==> src/rtl/arpr_pkg.sv <==
package arpr_pkg;

  localparam int unsigned ArpMinLen   = 14 + 28;
  localparam int unsigned ReplyLen    = 60;
  localparam int unsigned QueueDepth  = 2;

  localparam logic [5:0] PosMax       = 6'd63;
  localparam logic [5:0] PosHdrFirst  = 6'd12;
  localparam logic [5:0] PosHdrLast   = 6'd21;
  localparam logic [5:0] PosMacFirst  = 6'd22;
  localparam logic [5:0] PosMacLast   = 6'd27;
  localparam logic [5:0] PosIpFirst   = 6'd28;
  localparam logic [5:0] PosIpLast    = 6'd31;
  localparam logic [5:0] PosTgtFirst  = 6'd38;
  localparam logic [5:0] PosTgtLast   = 6'd41;
  localparam logic [5:0] PosFinal     = 6'(ArpMinLen - 1);
  localparam logic [5:0] ReplyLastPos = 6'(ReplyLen - 1);

  localparam logic [31:0] MyIpv4Reset = 32'h0A00_020F;

  typedef enum logic [1:0] {
    CfgEnable = 2'd0,
    CfgMyMac  = 2'd1,
    CfgMyIpv4 = 2'd2
  } cfg_idx_e;

  localparam logic [7:0] HdrExpect [10] = '{
    8'h08, 8'h06, 8'h00, 8'h01, 8'h08, 8'h00, 8'h06, 8'h04, 8'h00, 8'h01
  };

  localparam logic [7:0] ReplyFixed [10] = '{
    8'h08, 8'h06, 8'h00, 8'h01, 8'h08, 8'h00, 8'h06, 8'h04, 8'h00, 8'h02
  };

  typedef struct packed {
    logic [47:0] sender_mac;
    logic [31:0] sender_ip;
  } job_t;

  // byte 0 is the most significant one
  function automatic logic [7:0] mac_byte(logic [47:0] mac, logic [2:0] idx);
    logic [2:0] sh;
    sh = 3'(3'd5 - idx);
    return mac[{sh, 3'b000} +: 8];
  endfunction

  function automatic logic [7:0] ip_byte(logic [31:0] ip, logic [1:0] idx);
    return ip[{~idx, 3'b000} +: 8];
  endfunction

endpackage

==> src/rtl/arpr_front.sv <==
module arpr_front
  import arpr_pkg::*;
(
  input  logic        clk_i,
  input  logic        rst_ni,
  input  logic        enable_i,
  input  logic [31:0] my_ipv4_i,
  input  logic        in_valid_i,
  output logic        in_ready_o,
  input  logic [7:0]  rx_byte_i,
  input  logic        rx_last_i,
  input  logic        queue_full_i,
  output logic        push_o,
  output job_t        job_o
);

  logic [5:0]  pos_q, pos_d;
  logic        hdr_ok_q, hdr_ok_d;
  logic [47:0] smac_q, smac_d;
  logic [31:0] sip_q, sip_d;
  logic        accept;

  assign in_ready_o = ~queue_full_i;
  assign accept     = in_valid_i & in_ready_o;

  always_comb begin
    pos_d    = pos_q;
    hdr_ok_d = hdr_ok_q;
    smac_d   = smac_q;
    sip_d    = sip_q;
    if (pos_q >= PosHdrFirst && pos_q <= PosHdrLast) begin
      if (rx_byte_i != HdrExpect[4'(pos_q - PosHdrFirst)]) begin
        hdr_ok_d = 1'b0;
      end
    end else if (pos_q >= PosMacFirst && pos_q <= PosMacLast) begin
      smac_d = {smac_q[39:0], rx_byte_i};
    end else if (pos_q >= PosIpFirst && pos_q <= PosIpLast) begin
      sip_d = {sip_q[23:0], rx_byte_i};
    end else if (pos_q >= PosTgtFirst && pos_q <= PosTgtLast) begin
      if (rx_byte_i != ip_byte(my_ipv4_i, 2'(pos_q - PosTgtFirst))) begin
        hdr_ok_d = 1'b0;
      end
    end
    if (pos_q != PosMax) begin
      pos_d = pos_q + 6'd1;
    end
  end

  assign push_o = accept & rx_last_i & enable_i & hdr_ok_d & (pos_q >= PosFinal);
  assign job_o  = '{sender_mac: smac_d, sender_ip: sip_d};

  always_ff @(posedge clk_i or negedge rst_ni) begin
    if (!rst_ni) begin
      pos_q    <= '0;
      hdr_ok_q <= 1'b1;
      smac_q   <= '0;
      sip_q    <= '0;
    end else if (accept) begin
      smac_q <= smac_d;
      sip_q  <= sip_d;
      if (rx_last_i) begin
        pos_q    <= '0;
        hdr_ok_q <= 1'b1;
      end else begin
        pos_q    <= pos_d;
        hdr_ok_q <= hdr_ok_d;
      end
    end
  end

endmodule

==> src/rtl/arpr_fifo.sv <==
module arpr_fifo
  import arpr_pkg::*;
#(
  parameter int unsigned Depth = QueueDepth
) (
  input  logic clk_i,
  input  logic rst_ni,
  input  logic push_i,
  input  job_t job_i,
  output logic full_o,
  output logic valid_o,
  input  logic pop_i,
  output job_t job_o
);

  localparam int unsigned PtrW = (Depth > 1) ? $clog2(Depth) : 1;
  localparam int unsigned CntW = $clog2(Depth + 1);

  job_t            jobs_q [Depth];
  logic [PtrW-1:0] wptr_q, rptr_q;
  logic [CntW-1:0] count_q;

  assign full_o  = (count_q == CntW'(Depth));
  assign valid_o = (count_q != '0);
  assign job_o   = jobs_q[rptr_q];

  always_ff @(posedge clk_i) begin
    if (push_i) begin
      jobs_q[wptr_q] <= job_i;
    end
  end

  always_ff @(posedge clk_i or negedge rst_ni) begin
    if (!rst_ni) begin
      wptr_q  <= '0;
      rptr_q  <= '0;
      count_q <= '0;
    end else begin
      if (push_i) begin
        wptr_q <= (wptr_q == PtrW'(Depth - 1)) ? '0 : wptr_q + PtrW'(1);
      end
      if (pop_i) begin
        rptr_q <= (rptr_q == PtrW'(Depth - 1)) ? '0 : rptr_q + PtrW'(1);
      end
      case ({push_i, pop_i})
        2'b10:   count_q <= count_q + CntW'(1);
        2'b01:   count_q <= count_q - CntW'(1);
        default: count_q <= count_q;
      endcase
    end
  end

`ifndef SYNTH
  a_no_overflow: assert property (@(posedge clk_i) disable iff (!rst_ni)
    full_o |-> !push_i || pop_i) else $error("job queue overflow");
  a_no_underflow: assert property (@(posedge clk_i) disable iff (!rst_ni)
    pop_i |-> valid_o) else $error("job queue underflow");
  a_count_bound: assert property (@(posedge clk_i) disable iff (!rst_ni)
    count_q <= CntW'(Depth)) else $error("job count out of range");
`endif

endmodule

==> src/rtl/arpr_back.sv <==
module arpr_back
  import arpr_pkg::*;
(
  input  logic        clk_i,
  input  logic        rst_ni,
  input  logic [47:0] my_mac_i,
  input  logic [31:0] my_ipv4_i,
  input  logic        job_valid_i,
  input  job_t        job_i,
  output logic        pop_o,
  output logic        out_valid_o,
  input  logic        out_ready_i,
  output logic [7:0]  tx_byte_o,
  output logic        tx_last_o
);

  logic [5:0] k_q;
  logic       ovalid_q;
  logic [7:0] obyte_q;
  logic       olast_q;
  logic [7:0] byte_d;
  logic       load;
  logic       at_end;

  always_comb begin
    case (k_q) inside
      [6'd0:6'd5]:   byte_d = mac_byte(job_i.sender_mac, k_q[2:0]);
      [6'd6:6'd11]:  byte_d = mac_byte(my_mac_i, 3'(k_q - 6'd6));
      [6'd12:6'd21]: byte_d = ReplyFixed[4'(k_q - 6'd12)];
      [6'd22:6'd27]: byte_d = mac_byte(my_mac_i, 3'(k_q - 6'd22));
      [6'd28:6'd31]: byte_d = ip_byte(my_ipv4_i, k_q[1:0]);
      [6'd32:6'd37]: byte_d = mac_byte(job_i.sender_mac, k_q[2:0]);
      [6'd38:6'd41]: byte_d = ip_byte(job_i.sender_ip, 2'(k_q - 6'd38));
      default:       byte_d = 8'h00;
    endcase
  end

  assign at_end = (k_q == ReplyLastPos);
  assign load   = job_valid_i & (~ovalid_q | out_ready_i);
  assign pop_o  = load & at_end;

  always_ff @(posedge clk_i) begin
    if (load) begin
      obyte_q <= byte_d;
      olast_q <= at_end;
    end
  end

  always_ff @(posedge clk_i or negedge rst_ni) begin
    if (!rst_ni) begin
      k_q      <= '0;
      ovalid_q <= 1'b0;
    end else begin
      if (load) begin
        k_q      <= at_end ? '0 : k_q + 6'd1;
        ovalid_q <= 1'b1;
      end else if (out_ready_i) begin
        ovalid_q <= 1'b0;
      end
    end
  end

  assign out_valid_o = ovalid_q;
  assign tx_byte_o   = obyte_q;
  assign tx_last_o   = olast_q;

endmodule

==> src/rtl/arp_request_responder.sv <==
// ARP request responder.
// s_axis: received Ethernet frame, one byte per item (tdata = rx_byte,
//   tlast = rx_last on the final byte). m_axis: 60-byte ARP reply, one byte
//   per item (tdata = tx_byte, tlast = tx_last on byte 59).
// cfg: register writes (index 0 enable, 1 my_mac, 2 my_ipv4), always ready;
//   other indexes are dropped.
// The receive side takes one byte per cycle unless the job queue is full.
//   When the final byte of a valid request is taken, a job (sender MAC and
//   IPv4) is registered in a two-entry queue, then the first reply byte in
//   the output register. Replies stream at one byte per cycle while
//   m_axis_tready is high, set by the reply generator's single byte counter.
// s_axis_tready drops only while the job queue is full; m_axis stalls hold
//   the output register and, through the queue, eventually the receive side.
// Reset: queue empty, parser at offset 0, enable 0, my_mac 0,
//   my_ipv4 10.0.2.15. No clearing pass is needed.
module arp_request_responder
  import arpr_pkg::*;
#(
  parameter int unsigned QDepth = QueueDepth
) (
  input  logic        clk_i,
  input  logic        rst_ni,
  input  logic        s_axis_tvalid,
  output logic        s_axis_tready,
  input  logic [7:0]  s_axis_tdata,  // [7:0] rx_byte
  input  logic        s_axis_tlast,
  output logic        m_axis_tvalid,
  input  logic        m_axis_tready,
  output logic [7:0]  m_axis_tdata,  // [7:0] tx_byte
  output logic        m_axis_tlast,
  input  logic        cfg_valid_i,
  output logic        cfg_ready_o,
  input  logic [1:0]  cfg_index_i,
  input  logic [47:0] cfg_data_i
);

  logic        enable_q;
  logic [47:0] my_mac_q;
  logic [31:0] my_ipv4_q;
  logic        push, full, job_valid, pop;
  job_t        job_in, job_head;

  assign cfg_ready_o = 1'b1;

  always_ff @(posedge clk_i or negedge rst_ni) begin
    if (!rst_ni) begin
      enable_q  <= 1'b0;
      my_mac_q  <= '0;
      my_ipv4_q <= MyIpv4Reset;
    end else if (cfg_valid_i) begin
      case (cfg_index_i)
        CfgEnable: enable_q  <= cfg_data_i[0];
        CfgMyMac:  my_mac_q  <= cfg_data_i;
        CfgMyIpv4: my_ipv4_q <= cfg_data_i[31:0];
        default:   ;
      endcase
    end
  end

  arpr_front u_front (
    .clk_i        (clk_i),
    .rst_ni       (rst_ni),
    .enable_i     (enable_q),
    .my_ipv4_i    (my_ipv4_q),
    .in_valid_i   (s_axis_tvalid),
    .in_ready_o   (s_axis_tready),
    .rx_byte_i    (s_axis_tdata),
    .rx_last_i    (s_axis_tlast),
    .queue_full_i (full),
    .push_o       (push),
    .job_o        (job_in)
  );

  arpr_fifo #(
    .Depth (QDepth)
  ) u_fifo (
    .clk_i   (clk_i),
    .rst_ni  (rst_ni),
    .push_i  (push),
    .job_i   (job_in),
    .full_o  (full),
    .valid_o (job_valid),
    .pop_i   (pop),
    .job_o   (job_head)
  );

  arpr_back u_back (
    .clk_i       (clk_i),
    .rst_ni      (rst_ni),
    .my_mac_i    (my_mac_q),
    .my_ipv4_i   (my_ipv4_q),
    .job_valid_i (job_valid),
    .job_i       (job_head),
    .pop_o       (pop),
    .out_valid_o (m_axis_tvalid),
    .out_ready_i (m_axis_tready),
    .tx_byte_o   (m_axis_tdata),
    .tx_last_o   (m_axis_tlast)
  );

endmodule
==> config.mk <==
export PLATFORM = sky130hd
export DESIGN_NAME = arp_request_responder
export DESIGN_NICKNAME = d
export VERILOG_FILES = /design/src/rtl/arpr_pkg.sv /design/src/rtl/arpr_front.sv /design/src/rtl/arpr_fifo.sv /design/src/rtl/arpr_back.sv /design/src/rtl/arp_request_responder.sv
export SDC_FILE = /design/constraint.sdc
export NUM_CORES = 1
export LEC_CHECK = 0
export BUFFER_PORTS_ARGS = -buffer_cell sky130_fd_sc_hd__clkbuf_2
export CAP_MARGIN = 25
export CORE_MARGIN = 2
export CORE_UTILIZATION = 30
export DETAILED_ROUTE_END_ITERATION = 10
export SYNTH_ARGS = -nofsm -noshare
export SYNTH_HDL_FRONTEND = slang
export SYNTH_SLANG_ARGS = --single-unit
==> constraint.sdc <==
create_clock -name clk_i -period 12.1 [get_ports clk_i]
set_input_delay 2.42 -clock clk_i [delete_from_list [all_inputs] [get_ports clk_i]]
set_output_delay 2.42 -clock clk_i [all_outputs]
set_load 0.005 [all_outputs]
After elaboration in Yosys (flattened, before gate mapping). Memories as Yosys holds them, arrays and structs flattened. Cells that the tools add are included.

Register bits after elaboration: 188. Latch bits: 0. RAM bits: 160. ROM bits: 256. Output and inout port bits: 12. Memories kept: 3.

Memories: u_fifo.jobs_q (depth 2, bits a word 80, read ports 1, clocked after memory_dff 0, wr ports 1, line arpr_fifo.sv:19) `job_t jobs_q [Depth];`; (no name shown) (depth 16, bits a word 8, read ports 1, clocked after memory_dff 0, wr ports 0, line arpr_front.sv:32) `if (rx_byte_i != HdrExpect[4'(pos_q - PosHdrFirst)]) begin`; (no name shown) (depth 16, bits a word 8, read ports 1, clocked after memory_dff 0, wr ports 0, line arpr_back.sv:29) `[6'd12:6'd21]: byte_d = ReplyFixed[4'(k_q - 6'd12)];`.

$add $sub $neg: 15. $mul: 0. Divide/modulo/power cells: 0. $lt $le $gt $ge: 25. Eq/ne operators: 9. Shift-type cells: 6. Muxes and demuxes: 33. Bitwise logic cells: 15. Reduce and logical (&&, ||, !) cells: 20.

Operators with widths (number): variable part select 48 x 7 -> 8 bit (3); two-way mux 32 bit (3); two-way mux 48 bit (2); variable part select 32 x 6 -> 8 bit (3); two-way mux 8 bit (11); <= comparator 6 x 5 -> 1 bit (second input constant) (6); >= comparator 6 x 5 -> 1 bit (second input constant) (4); >= comparator 6 bit (second input constant) (4); <= comparator 6 bit (second input constant) (3); two-way mux 6 bit (3); != test 8 bit (2); two-way mux 1 bit (13); adder 6 x 1 -> 6 bit (second input constant) (2); >= comparator 6 x 4 -> 1 bit (second input constant) (2); logical AND 1 bit (11); >= comparator 5 bit (second input constant) (2); NOT 4 -> 5 bit (2); subtractor 3 bit (first input constant) (3); AND reduction 2 bit (4); nonzero test 2 bit (4); subtractor 4 bit (second input constant) (2); AND 1 bit (7); == test 2 bit (second input constant) (3); == test 6 bit (second input constant) (1); other kinds (16) (23).

Longest topological paths before layout.
Depth in word-level cells: 13. Mapped depth: 12. Gate-level depth less buffers: 11.

By module. From an unflattened synthesis, not the netlist that was laid out.

Cells, all modules: 1038. Area, all modules: 16748.6 um^2.

Modules (own cells, without submodules): arpr_fifo (instances 1, cells each 265, area an instance 6359.8 um^2, sequential area each 4904.7 um^2); arpr_front (instances 1, cells each 360, area an instance 4880.9 um^2, sequential area each 2178.3 um^2); arp_request_responder (instances 1, cells each 175, area an instance 3083.0 um^2, sequential area each 2035.7 um^2); arpr_back (instances 1, cells each 238, area an instance 2424.8 um^2, sequential area each 445.4 um^2).

Worst setup path before layout. Ideal clock, no wire load.

Kind: in2reg. From: input s_axis_tvalid. To: memory u_fifo.jobs_q[0][0] (netlist name), enable pin. Library setup time: 519 ps. Arrival time: 6451 ps. Data required time: 11581 ps. Slack: 5129 ps. Stages: 6. Cell sequence: and2_1 > buf_2 > nand4_1 > a21oi_1 > nand3_1 > nor2_1.

Word-level cells in the longest chain between the ends: 7.

RTL lines: start: declaration (line arp_request_responder.sv:23) `input logic s_axis_tvalid,`; AND 1 bit (line arpr_front.sv:24) `assign accept = in_valid_i & in_ready_o;`; AND 1 bit (4 in a row) (line arpr_front.sv:49) `assign push_o = accept & rx_last_i & enable_i & hdr_ok_d & (pos_q >= PosFinal);`; two-way mux 1 bit (line arpr_fifo.sv:28) `if (push_i) begin`; two-way mux 1 bit (implied by the code) (line arpr_fifo.sv:29) `jobs_q[wptr_q] <= job_i;`; end: declaration (line arpr_fifo.sv:19).

No other way between the ends.

Final worst setup path.
From: input s_axis_tdata[3]. To: memory u_fifo.jobs_q[1][21] (netlist name), enable pin.

Word-level cells in the longest chain between the ends: 10. Elaborated cells on any way between the ends: 12. Classes of those cells: eq/ne: 2; mux: 8; bitwise: 2.

RTL lines: start: declaration (line arp_request_responder.sv:25) `input logic [7:0] s_axis_tdata,`; != test 8 bit (line arpr_front.sv:40) `if (rx_byte_i != ip_byte(my_ipv4_i, 2'(pos_q - PosTgtFirst))) begin`; two-way mux 1 bit (line arpr_front.sv:40); two-way mux 1 bit (line arpr_front.sv:39) `end else if (pos_q >= PosTgtFirst && pos_q <= PosTgtLast) begin`; two-way mux 1 bit (line arpr_front.sv:37) `end else if (pos_q >= PosIpFirst && pos_q <= PosIpLast) begin`; two-way mux 1 bit (line arpr_front.sv:35) `end else if (pos_q >= PosMacFirst && pos_q <= PosMacLast) begin`; two-way mux 1 bit * (line arpr_front.sv:31) `if (pos_q >= PosHdrFirst && pos_q <= PosHdrLast) begin`; AND 1 bit * (2 in a row) (line arpr_front.sv:49); two-way mux 1 bit * (line arpr_fifo.sv:28); two-way mux 1 bit (implied by the code) * (line arpr_fifo.sv:29).

Every way passes the cells marked *; elsewhere a longest branch is shown, timed or not.

==> flow_summary.yaml <==
sta:
  setup_viol: 0
  worstMarginPinSlew_ps: 918
  final.setup.tns_ps: 0
  drv_slew: 0
  setup_ws_ps: 7810
  rsz0062_at_grt: "no"
  clock_skew_ps: 24.6
  hold_viol: 0
  fin_crit_sh: 0.355
  relSlewSlack: 0.388
  period_minus_slack_ps: 4290
  max_freq_mhz: 233
setup_path:
  start_kind: "input port"
  endpoint_kind: "flop"
  crit_arrival_ps: 4500
  cp.required_ps: 12300
  r2r_slack_ps: 8330
  rr_startpoint: "u_front.pos_q[0]"
  cp_max_fo: 57
  reg2regPathDepth: 8
  timing.rr.end: "u_fifo.jobs_q[1][21]"
  crit_type: "input port to flop"
logic_synthesis:
  synth_seq_cells: 348
  syn-num-nets: 1125
  synth-main-ff-cell: "dfrtp_1"
  synth_seq_area_share: 0.588
  synth_top_area_frac: 0.312
  ys_warn_count: 0
  yosys-top-cells-area: "edfxtp_1 31%, dfrtp_1 26%, mux2_2 15%, mux4_2 8.2%, mux2_4 2.8%"
  ys_types: 60
  syn_inst: 1039
  yosys.area.top_type: "edfxtp_1"
  synth_edf_count: 169
  async_reset_ff_frac: 0.514
  synth_area_um2: 16300
  avgSynthCellArea_um2: 15.7
route:
  postRouteAntennaNets: 0
  drt-initial-drc-count: 496
  vias: 9108
  drc: 0
  drt_wl_total_um: 36300
  firstDrtPassIters: 5
  wl_per_cell_um: 19.8
  via_per_inst: 4.97
die:
  die_w_um: 237
  rows: 85
  core_area_um2: 53700
  io_pins: 76
  die_y_um: 237
  dieArea_um2: 56100
  start_util: 0.303
finish:
  area_delta_synth_final_pct: 14.5
  drive_gt1_frac: 0.415
  num-nets-final: 1193
power:
  total_power_mw: 2.80
  leakage_nw: 7.22
  seqPwrFrac: 0.493
  peakVddDrop_v: 0.0000891
  switching_power_mw: 0.680
  combPwrFrac: 0.110
  p_clk_frac: 0.397
  power.density_nw_per_um2: 150
  p_int_mw: 2.12
  swShare: 0.243
global_routing:
  grt_start_max_net_pins: 105
  grt_pass1_vias: 9479
  overflow: 0
  grt_pass1_wl_um: 56600
  antenna_found_initial: 2
  grt_usage: 0.130
clocking:
  cts.hold.buffers_added: 0
  numCtsBuffers: 37
  cts_setup_buffers: 0
  cts_buffer_depth: 3
  cts_tree: "done"
  htree_num_levels: 2
  root_buffer: "clkbuf_16"
  clkLatencyLatePin_ps: 540
  clock-sinks: 348
  clk_pin_slew_ps: 60
  post_cts_resized: 0
run_status:
  status: "finished clean"
worst_hold_path:
  worstHoldPathType: "flop to flop"
  min-delay-start: "my_mac_q[4]"
  holdPathStages: 1
  hold_end: "my_mac_q[4]"
flow_run:
  max-cap-violations: 0
placed_design:
  dp_hpwl_um: 24300
  port_buffers: 74
  routabilityCongestion: 0.887
  post-place-ws_ps: 7010
logic make-up (layout without fill, tap and decap cells):
group / Yosys count / count (layout) / share of synthesized area
AOI/OAI and AO/OA: 110 / 110 / 0.0442
other: 1 / 2 / 0.000231
muxes: 338 / 338 / 0.279
and+or+nand+nor: 126 / 126 / 0.0390
xor gates and xnor gates: 19 / 19 / 0.0102
buffers and inverters: 75 / 172 / 0.0219
adders and majority gates: 22 / 22 / 0.0169
DFF: 348 / 348 / 0.588
Yosys cell counts, types with 2 or more instances:
master / instances
nor4_1: 2
buf_4: 3
nor2b_1: 9
o211ai_1: 5
or3_1: 2
mux2_2: 219
a221oi_1: 7
a21oi_1: 22
a221o_1: 2
buf_6: 5
a21boi_0: 2
nand2_1: 38
nand4_1: 5
nand3b_1: 4
o21ai_0: 32
o21a_1: 3
buf_1: 9
o22ai_1: 11
xnor2_1: 15
a211oi_1: 3
nor2_1: 23
nand3_1: 12
and2_1: 4
inv_1: 15
dfrtp_1: 171
buf_2: 21
mux2_4: 30
ha_1: 22
o21ai_1: 2
mux4_2: 59
mux2i_1: 30
nand2b_1: 6
o2111ai_1: 2
a31oi_1: 7
xor2_1: 4
dfstp_2: 8
clkbuf_1: 21
edfxtp_1: 169
nor3_1: 14
layout make-up:
type	count	area, µm²
fillers	5085	35100
well taps	696	871
flip-flops and latches	348	9570
repair buffers	88	537
multi-input cells	616	6370
clock inverters	9	80.1
inverters	16	60.1
diodes	1	2.50
clock buffers	59	1130
how the worst max path moves through the flow:
stage | slack [ps] | startpoint | endpoint
after floorplan | 5130 | s_axis_tvalid | u_fifo.jobs_q[0][0]
after global placement | 7030 | s_axis_tdata[6] | u_fifo.jobs_q[0][24]
after detailed placement | 7010 | s_axis_tdata[6] | u_fifo.jobs_q[1][24]
after CTS | 7570 | s_axis_tdata[6] | u_fifo.jobs_q[1][76]
after global routing | 7670 | s_axis_tdata[3] | u_fifo.jobs_q[1][24]
final | 7810 | s_axis_tdata[3] | u_fifo.jobs_q[1][21]
worst max-delay path: stages:
cell and delay, ps:
clkbuf_2 190, xnor2_1 210, nand4_1 120, o2111ai_1 330, nand3_1 330, nor2_4 160
buf_4 350, buf_16 320
state kept, by name (all words and copies together) (netlist names):
| signal | count |
|---|---|
| u_front.pos_q | 6 |
| u_front.smac_q | 48 |
| u_fifo.count_q | 2 |
| my_ipv4_q | 32 |
| enable_q | 1 |
| u_fifo.wptr_q | 1 |
| u_back.k_q | 6 |
| u_front.sip_q | 32 |
| u_fifo.jobs_q | 160 |
| u_front.hdr_ok_q | 1 |
| u_back.out_valid_o | 1 |
| u_fifo.rptr_q | 1 |
| u_back.tx_last_o | 1 |
| my_mac_q | 48 |
| u_back.tx_byte_o | 8 |
cells in the final DEF, fill, tap and decap left out, types with 3 or more instances in the layout:
| cell type | synthesis | final |
|---|---|---|
| mux2_2 | 219 | 219 |
| dfrtp_1 | 171 | 169 |
| edfxtp_1 | 169 | 169 |
| clkbuf_2 | 0 | 73 |
| mux4_2 | 59 | 59 |
| clkbuf_16 | 0 | 39 |
| nand2_1 | 38 | 37 |
| o21ai_0 | 32 | 32 |
| mux2i_1 | 30 | 30 |
| mux2_4 | 30 | 30 |
| a21oi_1 | 22 | 22 |
| ha_1 | 22 | 22 |
| nor2_1 | 23 | 20 |
| inv_1 | 15 | 15 |
| xnor2_1 | 15 | 15 |
| nor3_1 | 14 | 14 |
| nand3_1 | 12 | 12 |
| clkbuf_1 | 21 | 12 |
| o22ai_1 | 11 | 11 |
| buf_4 | 3 | 11 |
| nor2b_1 | 9 | 9 |
| clkbuf_8 | 0 | 9 |
| dfstp_2 | 8 | 8 |
| a31oi_1 | 7 | 7 |
| a221oi_1 | 7 | 7 |
| nand2b_1 | 6 | 6 |
| o211ai_1 | 5 | 5 |
| nand4_1 | 5 | 5 |
| nand3b_1 | 4 | 4 |
| and2_1 | 4 | 4 |
| xor2_1 | 4 | 4 |
| clkinv_2 | 0 | 4 |
| o21a_1 | 3 | 3 |
| a211oi_1 | 3 | 3 |
| nor2_4 | 0 | 3 |
power by group through the flow:
stage               clock (mW)  combinational (mW)  sequential, mW
floorplan                    0               0.212            1.37
global placement             0               0.306            1.40
detailed placement           0               0.308            1.40
CTS                       1.15               0.311            1.38
global route              1.18               0.331            1.39
finish                    1.11               0.307            1.38
per-stage QoR:
stage,utilization,hold WS (ps),cell area [µm²],std cells
3_5_place_dp,0.323,488,17400,1762
4_1_cts,0.346,501,18600,1830
5_1_grt,0.347,510,18600,1832
3_3_place_gp,0.323,483,17300,1761
2_1_floorplan,-,468,16300,1039
6_report,0.347,502,18600,1833
metal layers:
layer / routed length, µm / GRT usage / vias up
met5: 22 / 0 / -
li1: - / - / 4122
met1: 15900 / 0.169 / 4729
met3: 1290 / 0.0189 / 62
met2: 18300 / 0.225 / 191
met4: 780 / 0.0368 / 4
Note: power is estimated with default switching activity, not from simulation.
